**src/sv/pcbs_pkg.sv**
```systemverilog
// ----------------------------------------------------------------------------
// pcbs_pkg
// Shared constants, counter store map and interface types of the binned
// point statistics block.
// ----------------------------------------------------------------------------
package pcbs_pkg;

  localparam int unsigned Z_BINS         = 1024;
  localparam int unsigned INTENSITY_BINS = 1024;
  localparam int unsigned COUNT_WIDTH    = 40;
  localparam int unsigned READ_WIDTH     = 40;

  // Layout of the single counter store: totals, per return, per class,
  // elevation histogram, intensity histogram.
  localparam int unsigned TOT_BASE   = 0;
  localparam int unsigned RET_BASE   = TOT_BASE + 4;
  localparam int unsigned CLS_BASE   = RET_BASE + 16;
  localparam int unsigned ZH_BASE    = CLS_BASE + 256;
  localparam int unsigned IH_BASE    = ZH_BASE + Z_BINS;
  localparam int unsigned DEPTH      = IH_BASE + INTENSITY_BINS;
  localparam int unsigned ADDR_WIDTH = $clog2(DEPTH);
  localparam int unsigned ZIDX_WIDTH = $clog2(Z_BINS);

  // Offsets inside the totals group.
  localparam logic [1:0] TOT_POINTS = 2'd0;
  localparam logic [1:0] TOT_SINGLE = 2'd1;
  localparam logic [1:0] TOT_Z_OOR  = 2'd2;
  localparam logic [1:0] TOT_I_OOR  = 2'd3;

  // Divider geometry: numerator 2*mag+w, denominator 2*w.
  localparam int unsigned DIV_NUM_WIDTH = 34;
  localparam int unsigned DIV_DEN_WIDTH = 21;
  localparam int unsigned DIV_CNT_WIDTH = $clog2(DIV_NUM_WIDTH + 1);
  localparam int unsigned Z_DIV_STEPS   = 34;
  localparam int unsigned I_DIV_STEPS   = 18;

  localparam logic OP_ADD  = 1'b0;
  localparam logic OP_READ = 1'b1;

  localparam logic [2:0] TBL_TOTALS = 3'd0;
  localparam logic [2:0] TBL_RETURN = 3'd1;
  localparam logic [2:0] TBL_CLASS  = 3'd2;
  localparam logic [2:0] TBL_ZHIST  = 3'd3;
  localparam logic [2:0] TBL_IHIST  = 3'd4;

  localparam int unsigned CFG_INDEX_WIDTH = 2;
  localparam int unsigned CFG_DATA_WIDTH  = 32;
  localparam logic [1:0] CFG_Z_WIDTH = 2'd0;
  localparam logic [1:0] CFG_I_WIDTH = 2'd1;
  localparam logic [1:0] CFG_Z_FIRST = 2'd2;

  typedef logic [ADDR_WIDTH-1:0]  addr_t;
  typedef logic [COUNT_WIDTH-1:0] count_t;

  typedef struct packed {
    logic  valid;
    logic  bump;
    addr_t addr;
  } cnt_cmd_t;

  typedef struct packed {
    logic   ready;
    logic   done;
    count_t rdata;
  } cnt_rsp_t;

endpackage

```
**src/sv/pcbs_div.sv**
```systemverilog
// ----------------------------------------------------------------------------
// pcbs_div
// Bit-serial restoring divider, one quotient bit per cycle, shared by the
// elevation and intensity binning.
// ----------------------------------------------------------------------------
module pcbs_div (
  input  logic                                  clk_i,
  input  logic                                  rst_ni,
  input  logic                                  start_i,
  input  logic [pcbs_pkg::DIV_NUM_WIDTH-1:0]    num_i,
  input  logic [pcbs_pkg::DIV_DEN_WIDTH-1:0]    den_i,
  input  logic [pcbs_pkg::DIV_CNT_WIDTH-1:0]    steps_i,
  output logic                                  done_o,
  output logic [pcbs_pkg::DIV_NUM_WIDTH-1:0]    quot_o
);
  import pcbs_pkg::*;

  logic                     busy_q;
  logic                     done_q;
  logic [DIV_CNT_WIDTH-1:0] cnt_q;
  logic [DIV_NUM_WIDTH-1:0] n_q;
  logic [DIV_NUM_WIDTH-1:0] q_q;
  logic [DIV_DEN_WIDTH-1:0] r_q;
  logic [DIV_DEN_WIDTH-1:0] d_q;
  logic [DIV_DEN_WIDTH:0]   r_sh;
  logic [DIV_DEN_WIDTH:0]   trial;
  logic                     ge;
  logic                     last;

  always_comb begin
    r_sh  = {r_q, n_q[DIV_NUM_WIDTH-1]};
    trial = r_sh - {1'b0, d_q};
    ge    = ~trial[DIV_DEN_WIDTH];
    last  = busy_q && (cnt_q == DIV_CNT_WIDTH'(1));
  end

  always_ff @(posedge clk_i or negedge rst_ni) begin
    if (!rst_ni) begin
      busy_q <= 1'b0;
      done_q <= 1'b0;
      cnt_q  <= '0;
    end else begin
      done_q <= last;
      if (start_i && !busy_q) begin
        busy_q <= 1'b1;
        cnt_q  <= steps_i;
      end else if (busy_q) begin
        cnt_q <= cnt_q - DIV_CNT_WIDTH'(1);
        if (last) begin
          busy_q <= 1'b0;
        end
      end
    end
  end

  // The remainder stays below the divisor, so it always fits its width.
  always_ff @(posedge clk_i) begin
    if (start_i && !busy_q) begin
      n_q <= num_i;
      d_q <= den_i;
      r_q <= '0;
      q_q <= '0;
    end else if (busy_q) begin
      n_q <= {n_q[DIV_NUM_WIDTH-2:0], 1'b0};
      r_q <= ge ? trial[DIV_DEN_WIDTH-1:0] : r_sh[DIV_DEN_WIDTH-1:0];
      q_q <= {q_q[DIV_NUM_WIDTH-2:0], ge};
    end
  end

  assign done_o = done_q;
  assign quot_o = q_q;

endmodule

```
**config.mk**
```make
export PLATFORM = sky130hd
export DESIGN_NAME = pcbs_div
export DESIGN_NICKNAME = d
export VERILOG_FILES = /design/src/sv/pcbs_pkg.sv /design/src/sv/pcbs_div.sv
export SDC_FILE = /design/constraint.sdc
export NUM_CORES = 1
export LEC_CHECK = 0
export BUFFER_PORTS_ARGS = -buffer_cell sky130_fd_sc_hd__buf_2
export CAP_MARGIN = 15
export CORE_ASPECT_RATIO = 1.5
export CORE_MARGIN = 3
export CORE_UTILIZATION = 55
export DETAILED_ROUTE_END_ITERATION = 8
export HOLD_SLACK_MARGIN = 0.15
export PLACE_DENSITY_LB_ADDON = 0.3
export SETUP_SLACK_MARGIN = 0.2
export SYNTH_ARGS = -nofsm -noshare
export SYNTH_HDL_FRONTEND = slang
export SYNTH_SLANG_ARGS = --single-unit
```
**constraint.sdc**
```tcl
create_clock -name clk_i -period 2.9 [get_ports clk_i]
set_input_delay 0.435 -clock clk_i [delete_from_list [all_inputs] [get_ports clk_i]]
set_output_delay 0.435 -clock clk_i [all_outputs]
set_load 0.01 [all_outputs]
```
==> flow_metrics.env, run 1 <==
export IMPL_status="completed"
export IMPL_synth_top_area_share_pct=28.2
export IMPL_slew_headroom_pct=62.4
export IMPL_via_per_inst=5.63
export IMPL_synth_edf_count=55
export IMPL_fmax_mhz=385
export IMPL_hold_violations=0
export IMPL_vdd_drop_max_v=0.000624
export IMPL_grt_overflow_total=0
export IMPL_synth_cells=589
export IMPL_cts_buffer_depth=2
export IMPL_die_area_sq_um=11900
export IMPL_layout_commonest_cell="nand2_1"
export IMPL_layout_nets=787
export IMPL_slowest_stage="edfxtp_1"
export IMPL_grt_max_degree=60
export IMPL_worst_path_largest_cell_delay_ns=0.39
export IMPL_switchingPower_w=0.00326
export IMPL_grt_pass1_vias=4852
export IMPL_drc=0
export IMPL_cp_required_ns=3.18
export IMPL_layout_drive_gt1_share_pct=29.1
export IMPL_power_frac_comb_pct=43.0
export IMPL_setup_viol=0
export IMPL_cts_sinks=118
export IMPL_power_share_clock_pct=23.3
export IMPL_tns_ns=0
export IMPL_pwr_share_seq_pct=33.7
export IMPL_clock_latency_ns=0.41
export IMPL_synth_cell_type_count=58
export IMPL_die_h_um=132
export IMPL_power_w=0.00878
export IMPL_async_flop_share_pct=6.78
export IMPL_worstMarginPinSlew_ns=0.564
export IMPL_crit_buf_inv=2
export IMPL_path_clk_slew_ns=0.06
export IMPL_grt_usage_pct=23.2
export IMPL_n_antenna_cell=0
export IMPL_drt_iter0_drc=307
export IMPL_power_density_nw_per_um2=1220
export IMPL_critPathTopFamily="compound AO/OA/AOI/OAI gates"
export IMPL_wl_per_cell_um=16.2
export IMPL_routabilityCongestion=0.912
export IMPL_fill_cells=795
export IMPL_start_util_pct=57.1
export IMPL_cts_made_buffers=17
export IMPL_routed_wl_um=13900
export IMPL_synth_fp_nets=677
export IMPL_grt_pass1_wl_um=22400
export IMPL_h_tree_depth=4
export IMPL_crit_path_cell_trace="inv_1 -> ha_1 -> nor2b_1 -> o21a_1 -> a31o_1 -> a211oi_4 -> buf_4 -> a21oi_1 -> o2111ai_1 -> nor3b_4 -> o211ai_1"
export IMPL_hold_path_class="in -> reg"
export IMPL_ys_seq_area_share_pct=50.5
export IMPL_core_area_sq_um=10200
export IMPL_rsz0062_at_grt="true"
export IMPL_clock_root_buffer="clkbuf_16"
export IMPL_crit_fanout=4
export IMPL_yosys_warnings=0
export IMPL_synthTopCellsByArea="edfxtp_1, dfxtp_1, nand2_1"
export IMPL_start_kind="register"
export IMPL_ys_ff_latch=118
export IMPL_mostFrequentLayoutCells="nand2_1, buf_2, edfxtp_1, dfxtp_1, o21ai_0"
export IMPL_drv_slew=0
export IMPL_gr_usage_met1_pct=25.1
export IMPL_hold_ws_ns=0.202
export IMPL_synth_area_sq_um=5850
export IMPL_antenna_found_initial=0
export IMPL_min_period_ns=2.60
export IMPL_die_w_um=90.2
export IMPL_finClkSkew_ns=0.0100
export IMPL_worst_setup_path_type="reg -> reg"
export IMPL_finalCritPeriodShare_pct=89.6
export IMPL_p_int_w=0.00552
export IMPL_switching_share_pct=37.1
export IMPL_met2_usage_pct=41.1
export IMPL_end_kind="register"
export IMPL_cts_tree="yes"
export IMPL_rows=45
export IMPL_synth_top_cell_by_area="edfxtp_1"
export IMPL_drt_first_pass_iters=5
export IMPL_grtUsageMet3_pct=6.05
export IMPL_antenna_left=0
export IMPL_ys_flop_type="edfxtp_1"
export IMPL_num_vias=4805
export IMPL_io_pins=99
export IMPL_top_usage_layer="met2"
export IMPL_io_buffer_count=98
export IMPL_syn_to_final_growth_pct=23.5
export IMPL_hpwl_um=9400
export IMPL_leakagePower_nw=3.15
export IMPL_arrival_ns=2.88
export IMPL_syn_area_per_cell_sq_um=9.93
export IMPL_drv_cap=0
## metal layers
layer	wire (um)	up-vias
li1	-	2315
met1	5290	2278
met2	7330	173
met3	792	39
met4	442	0
met5	0	-
## power groups by stage
stage	Clock (W)	Combinational (W)	Sequential, W
3_3_place_gp	0	0.00335	0.00293
4_1_cts	0.00208	0.00358	0.00296
5_1_grt	0.00215	0.00417	0.00304
3_5_place_dp	0	0.00348	0.00297
2_1_floorplan	0	0.00252	0.00294
6_report	0.00205	0.00377	0.00296
## layout make-up
type                    instances  area (sq um)  area share [%]
repair buffers                122           698            9.67
well taps                     141           176            2.44
inverters                      31           116            1.61
clock buffers                  17           425            5.89
flip-flops and latches        118          2950            40.9
multi-input cells             409          2700            37.4
clock inverters                15           153            2.11
## worst reg2reg max path, cell delays in order, from the launching register on
cell	delay [ns]
edfxtp_1	0.39
inv_1	0.07
ha_1	0.21
nor2b_1	0.13
o21a_1	0.18
a31o_1	0.26
a211oi_4	0.30
buf_4	0.19
a21oi_1	0.12
o2111ai_1	0.25
nor3b_4	0.28
o211ai_1	0.11
## state kept, by name, summed over array words and instances (netlist names)
| name | count |
|---|---|
| r_q | 21 |
| done_o | 1 |
| busy_q | 1 |
| quot_o | 34 |
| cnt_q | 6 |
| n_q | 34 |
| d_q | 21 |
## cells in the mapped netlist, drive strengths merged, types with 6 or more instances
cell type  instances
a21oi             27
edfxtp            55
ha                23
buf                9
nor2              26
nor2b              6
dfxtp             55
nor3               7
a211oi             8
nand4             11
clkbuf            22
nand3             16
inv               30
dfrtp              8
nand2            114
o221ai             6
xnor2             14
mux2              33
o21ai             52
o211ai            10
## through the flow
| step | cell area [sq um] | cells | setup slack (ns) | util, % |
|---|---|---|---|---|
| floorplan | 5850 | 589 | 0.346 | - |
| global placement | 6500 | 810 | 0.217 | 63.5 |
| detailed placement | 6500 | 810 | 0.139 | 63.5 |
| CTS | 7130 | 846 | 0.227 | 69.6 |
| global route | 7220 | 853 | 0.160 | 70.5 |
| finish | 7220 | 853 | 0.302 | 70.5 |
## final timing paths
path / start / to / slack (ns) / cells past startpoint
setup / recovery: d_q[1]$_DFFE_PP_ / r_q[17]$_SDFFE_PP0P_ / 0.30 / 11
hold / removal: den_i[17] / d_q[17]$_DFFE_PP_ / 0.20 / 1
setup reg to reg: d_q[1]$_DFFE_PP_ / r_q[17]$_SDFFE_PP0P_ / 0.30 / 11
hold reg to reg: quot_o[2]$_SDFFE_PP0P_ / quot_o[3]$_SDFFE_PP0P_ / 0.48 / 2
max in group asynchronous: rst_ni / busy_q$_DFF_PN0_ / 2.31 / 2
min in group asynchronous: rst_ni / cnt_q[4]$_DFFE_PN0P_ / 0.40 / 2
## cell families after synthesis
family,count (synthesis),share of synthesized area [%]
adders and majority gates,24,5.26
muxes,36,6.87
and+or+nand+nor,199,15.1
DFF,118,50.5
buffers and inverters,62,4.43
xor gates and xnor gates,19,2.85
AOI/OAI and AO/OA,131,15.0
## timing repair
action / in CTS / in global routing
gates resized for setup: 4 / 7
setup buffers: 3 / 7
setup endpoints to repair: 16 / 22
hold buffers: 1 / 0
pin swaps: 2 / 3
endpoints found under the hold margin: 8 / 0
Power figures use the tool's default switching activity.
==> run 2, diff against run 1 <==
--- a/config.mk
+++ b/config.mk
@@ -7,5 +7,5 @@
 export LEC_CHECK = 0
-export BUFFER_PORTS_ARGS = -buffer_cell sky130_fd_sc_hd__buf_2
+export BUFFER_PORTS_ARGS = -buffer_cell sky130_fd_sc_hd__clkbuf_2
 export CAP_MARGIN = 15
-export CORE_ASPECT_RATIO = 1.5
+export CORE_ASPECT_RATIO = 0.7
 export CORE_MARGIN = 3
--- a/constraint.sdc
+++ b/constraint.sdc
@@ -3,2 +3,2 @@
 set_output_delay 0.435 -clock clk_i [all_outputs]
-set_load 0.01 [all_outputs]
+set_load 0.005 [all_outputs]
==> flow_metrics.env, run 2 (synthesized netlist as in run 1, its figures left out) <==
export IMPL_vdd_drop_max_v=0.000559
export IMPL_cts_tree="yes"
export IMPL_worstMarginPinSlew_ns=0.689
export IMPL_layout_commonest_cell="nand2_1"
export IMPL_r2r_slack_ns=0.27
export IMPL_dp_cells=797
export IMPL_die_area_sq_um=11900
export IMPL_path_clk_slew_ns=0.06
export IMPL_tns_ns=0
export IMPL_layout_nets=779
export IMPL_crit_fanout=3
export IMPL_syn_to_final_growth_pct=22.7
export IMPL_antenna_left=0
export IMPL_io_buffer_count=98
export IMPL_r2r_start="n_q[33]$_DFFE_PP_"
export IMPL_layout_drive_gt1_share_pct=28.7
export IMPL_arrival_ns=2.98
export IMPL_via_per_inst=5.77
export IMPL_hold_ws_ns=0.192
export IMPL_routabilityCongestion=0.916
export IMPL_slew_headroom_pct=54.1
export IMPL_grt_max_degree=70
export IMPL_leakagePower_nw=3.14
export IMPL_setup_viol=0
export IMPL_drv_slew=0
export IMPL_n_antenna_cell=0
export IMPL_rsz0062_at_grt="false"
export IMPL_end_kind="register"
export IMPL_grt_usage_pct=23.1
export IMPL_worst_setup_path_type="reg -> reg"
export IMPL_finClkSkew_ns=0.00758
export IMPL_reg2reg_to="r_q[20]$_SDFFE_PP0P_"
export IMPL_grt_pass1_vias=4383
export IMPL_crit_path_cell_trace="inv_1 -> ha_1 -> fa_1 -> nor2b_2 -> o2111ai_2 -> a211oi_2 -> nand3b_1 -> a211oi_1 -> xnor2_1 -> nand4_1 -> nand3_1"
export IMPL_clock_root_buffer="clkbuf_16"
export IMPL_rows=30
export IMPL_core_area_sq_um=10000
export IMPL_holdCritStartpoint="den_i[11]"
export IMPL_finalCritPeriodShare_pct=90.6
export IMPL_cts_buffer_depth=2
export IMPL_h_tree_depth=4
export IMPL_holdPathEnd="d_q[11]$_DFFE_PP_"
export IMPL_drv_cap=0
export IMPL_hold_violations=0
export IMPL_start_util_pct=58.4
export IMPL_num_vias=4801
export IMPL_drt_first_pass_iters=5
export IMPL_final_cells=832
export IMPL_clock_latency_ns=0.42
export IMPL_fill_cells=706
export IMPL_wl_per_cell_um=16.7
export IMPL_fin_ws_ns=0.271
export IMPL_io_pins=99
export IMPL_slowest_stage="fa_1"
export IMPL_hold_path_class="in -> reg"
export IMPL_r2r_cells=11
export IMPL_min_period_ns=2.63
export IMPL_die_h_um=92.3
export IMPL_status="completed"
export IMPL_fmax_mhz=380
export IMPL_grt_overflow_total=0
export IMPL_antenna_found_initial=0
export IMPL_whs_path_depth=1
export IMPL_drc=0
export IMPL_hpwl_um=9220
export IMPL_mostFrequentLayoutCells="nand2_1, clkbuf_2, edfxtp_1, dfxtp_1, o21ai_0"
export IMPL_die_w_um=129
export IMPL_routed_wl_um=13900
export IMPL_place_ws_ns=0.0962
export IMPL_power_density_nw_per_um2=1210
export IMPL_cts_made_buffers=17
export IMPL_cts_sinks=118
export IMPL_cp_required_ns=3.26
export IMPL_drt_iter0_drc=589
export IMPL_grt_pass1_wl_um=21700
export IMPL_start_kind="register"
export IMPL_worst_path_largest_cell_delay_ns=0.40
[run 2: changes by cell type in the layout (fill, tap and decap cells not counted), sizes merged]
cell / before / now
buf: 121 / 15
bufinv: 2 / 3
clkbuf: 17 / 115
clkinv: 7 / 3
clkinvlp: 3 / 2
inv: 34 / 38
[run 2: timing repair]
action                                  4_1_cts  5_1_grt
endpoints found under the hold margin         8        0
endpoints found under the setup margin       17       20
pin swaps                                     1        6
hold buffers                                  1        0
gates cloned                                  0        0
gates resized for setup                       3       10
setup buffers                                 1        1
[run 2: per-stage QoR]
stage / area, sq um / power, W / util [%]
2_1_floorplan: 5850 / 0.00537 / -
3_3_place_gp: 6470 / 0.00614 / 64.6
3_5_place_dp: 6470 / 0.00631 / 64.6
4_1_cts: 7120 / 0.00859 / 71.0
5_1_grt: 7180 / 0.00926 / 71.6
6_report: 7180 / 0.00872 / 71.6
[run 2: worst max path at each step]
stage | startpoint | to | slack, ns | cells past startpoint
2_1_floorplan | d_q[1]$_DFFE_PP_ | r_q[14]$_SDFFE_PP0P_ | 0.35 | 12
3_5_place_dp | d_q[1]$_DFFE_PP_ | r_q[11]$_SDFFE_PP0P_ | 0.1 | 11
6_report | n_q[33]$_DFFE_PP_ | r_q[20]$_SDFFE_PP0P_ | 0.27 | 11
3_3_place_gp | d_q[1]$_DFFE_PP_ | r_q[9]$_SDFFE_PP0P_ | 0.20 | 11
5_1_grt | n_q[33]$_DFFE_PP_ | r_q[20]$_SDFFE_PP0P_ | 0.17 | 11
4_1_cts | d_q[1]$_DFFE_PP_ | r_q[9]$_SDFFE_PP0P_ | 0.20 | 11
[run 2: final cells by class]
cell class | count | area (sq um) | share of cell area, %
timing repair buffer | 114 | 633 | 8.82
inverter | 31 | 116 | 1.62
clock buffer | 17 | 425 | 5.93
tap | 128 | 160 | 2.23
sequential | 118 | 2950 | 41.2
clock inverter | 15 | 190 | 2.65
multi-input combinational | 409 | 2700 | 37.6
[run 2: layer usage]
| layer | GRT usage, % | routed length (um) | vias to the layer above |
|---|---|---|---|
| met4 | 6.82 | 204 | 0 |
| met3 | 7.22 | 1160 | 24 |
| met5 | 0 | 0 | - |
| li1 | - | - | 2307 |
| met1 | 32.9 | 6230 | 2258 |
| met2 | 33.9 | 6280 | 212 |
[run 2: report_power, final]
group          total (W)  internal [W]  switching, W
Clock            0.00220       0.00137      0.000826
Combinational    0.00354       0.00162       0.00193
Sequential       0.00298       0.00250      0.000475
Total            0.00872       0.00549       0.00323
[run 2: worst max-delay path: cells and delay by family (launching register included)]
family | cells | cell delay (ns)
flip-flops | 1 | 0.33
adder cells (fa/ha/maj) | 2 | 0.61
AND/OR/NAND/NOR | 4 | 0.66
AO/OA/AOI/OAI | 3 | 0.63
buffers and inverters | 1 | 0.05
XOR/XNOR | 1 | 0.27
==> run 3, diff against run 2 <==
Settings changed: GPL_TIMING_DRIVEN set to 0, REMOVE_ABC_BUFFERS set to 1.
==> flow_metrics.env, run 3 (synthesized netlist as in run 1, its figures left out) <==
export IMPL_io_pins=99
export IMPL_fmax_mhz=370
export IMPL_crit_buf_inv=2
export IMPL_leakagePower_nw=3.24
export IMPL_mostFrequentLayoutCells="nand2_1, clkbuf_2, edfxtp_1, dfxtp_1, o21ai_0"
export IMPL_setup_viol=0
export IMPL_routabilityCongestion=0.912
export IMPL_antenna_left=0
export IMPL_power_share_clock_pct=23.5
export IMPL_crit_fanout=4
export IMPL_num_vias=4929
export IMPL_power_w=0.00924
export IMPL_hpwl_um=8630
export IMPL_worst_setup_path_type="reg -> reg"
export IMPL_grt_pass1_vias=4660
export IMPL_core_area_sq_um=10000
export IMPL_finalCritPeriodShare_pct=93.3
export IMPL_start_util_pct=58.4
export IMPL_clock_latency_ns=0.42
export IMPL_hold_path_class="in -> reg"
export IMPL_routed_wl_um=14700
export IMPL_die_area_sq_um=11900
export IMPL_power_frac_comb_pct=44.4
export IMPL_via_per_inst=5.87
export IMPL_hold_violations=0
export IMPL_grt_pass1_wl_um=23000
export IMPL_drv_cap=0
export IMPL_vdd_drop_max_v=0.000643
export IMPL_worstMarginPinSlew_ns=0.887
export IMPL_cts_sinks=118
export IMPL_end_kind="register"
export IMPL_rows=30
export IMPL_fin_ws_ns=0.195
export IMPL_switchingPower_w=0.00337
export IMPL_grt_max_degree=54
export IMPL_cts_buffer_depth=2
export IMPL_wl_per_cell_um=17.5
export IMPL_drt_iter0_drc=439
export IMPL_grt_overflow_total=0
export IMPL_drv_slew=0
export IMPL_die_w_um=129
export IMPL_cts_made_buffers=17
export IMPL_drc=0
export IMPL_tns_ns=0
export IMPL_min_period_ns=2.70
export IMPL_worst_path_largest_cell_delay_ns=0.40
export IMPL_syn_to_final_growth_pct=26.9
export IMPL_final_util_pct=74.0
export IMPL_status="completed"
export IMPL_fin_area_sq_um=7420
export IMPL_rsz0062_at_grt="true"
export IMPL_layout_nets=787
export IMPL_h_tree_depth=4
export IMPL_antenna_found_initial=0
export IMPL_n_antenna_cell=0
export IMPL_layout_drive_gt1_share_pct=31.3
export IMPL_pwr_share_seq_pct=32.1
export IMPL_power_density_nw_per_um2=1250
export IMPL_drt_first_pass_iters=5
export IMPL_place_area_sq_um=6410
export IMPL_p_int_w=0.00587
export IMPL_path_clk_slew_ns=0.06
export IMPL_cts_tree="yes"
export IMPL_io_buffer_count=98
export IMPL_grt_usage_pct=24.5
export IMPL_finClkSkew_ns=0.0124
export IMPL_critPathTopFamily="compound AO/OA/AOI/OAI gates"
export IMPL_slew_headroom_pct=40.8
export IMPL_slowest_stage="edfxtp_1"
export IMPL_layout_commonest_cell="nand2_1"
export IMPL_crit_path_cell_trace="inv_2 -> ha_4 -> nor2b_4 -> o21a_1 -> a31o_4 -> a211oi_4 -> buf_4 -> a21oi_1 -> or3_1 -> nand4_1 -> o221ai_1"
export IMPL_arrival_ns=2.97
export IMPL_die_h_um=92.3
export IMPL_cp_required_ns=3.17
export IMPL_clock_root_buffer="clkbuf_16"
export IMPL_start_kind="register"
export IMPL_switching_share_pct=36.5
export IMPL_place_ws_ns=-0.300
## run 3: cell types whose count changed in the layout (fill, tap and decap cells not counted), moves of 3 or more
cell      before  now
clkbuf_8       0    3
buf_12         1    4
ha_1          23   20
inv_6          7    1
o21ai_0       51   48
clkinv_4       1    4
## run 3: stage by stage
step	hold slack (ns)	std cells
after detailed placement	0.296	787
after global placement	0.291	784
after floorplan	0.139	558
after global routing	0.181	840
final	0.191	840
after CTS	0.185	830
## run 3: path summary, 6_finish.rpt
check                                        start  depth (start not counted)                      end  slack [ns]
setup reg to reg                  d_q[1]$_DFFE_PP_                         11     r_q[15]$_SDFFE_PP0P_        0.20
setup / recovery                  d_q[1]$_DFFE_PP_                         11     r_q[15]$_SDFFE_PP0P_        0.20
hold reg to reg            quot_o[14]$_SDFFE_PP0P_                          2  quot_o[15]$_SDFFE_PP0P_        0.48
max in group asynchronous                   rst_ni                          2         busy_q$_DFF_PN0_        2.29
min in group asynchronous                   rst_ni                          2     cnt_q[1]$_DFFE_PN0P_        0.42
hold / removal                            den_i[0]                          1         d_q[0]$_DFFE_PP_        0.19
## run 3: final cells by class
type | instances | area, sq um
clock buffers | 23 | 499
clock inverters | 9 | 115
fillers | 646 | 2600
inverters | 31 | 118
multi-input cells | 409 | 2800
flip-flops and latches | 118 | 2950
well taps | 128 | 160
repair buffers | 122 | 772
## run 3: power groups by stage
stage	logic [W]	clock network [W]	registers, W
after global routing	0.00450	0.00226	0.00305
after floorplan	0.00236	0	0.00290
after CTS	0.00358	0.00218	0.00295
after global placement	0.00310	0	0.00296
after detailed placement	0.00326	0	0.00295
final	0.00410	0.00217	0.00297
## run 3: metal layers
metal	vias up	GRT usage [%]	wire, um
li1	2319	-	-
met1	2336	33.2	6300
met2	238	37.0	6890
met3	36	7.74	1250
met4	0	8.30	263
met5	-	0	0
## run 3: timing repair
action | in CTS | in global routing
hold endpoints to repair | 8 | 0
buffers inserted | 10 | 8
setup endpoints to repair | 20 | 21
resized for setup | 9 | 28
gates cloned | 0 | 1
pin swaps | 6 | 11
hold buffers | 1 | 0
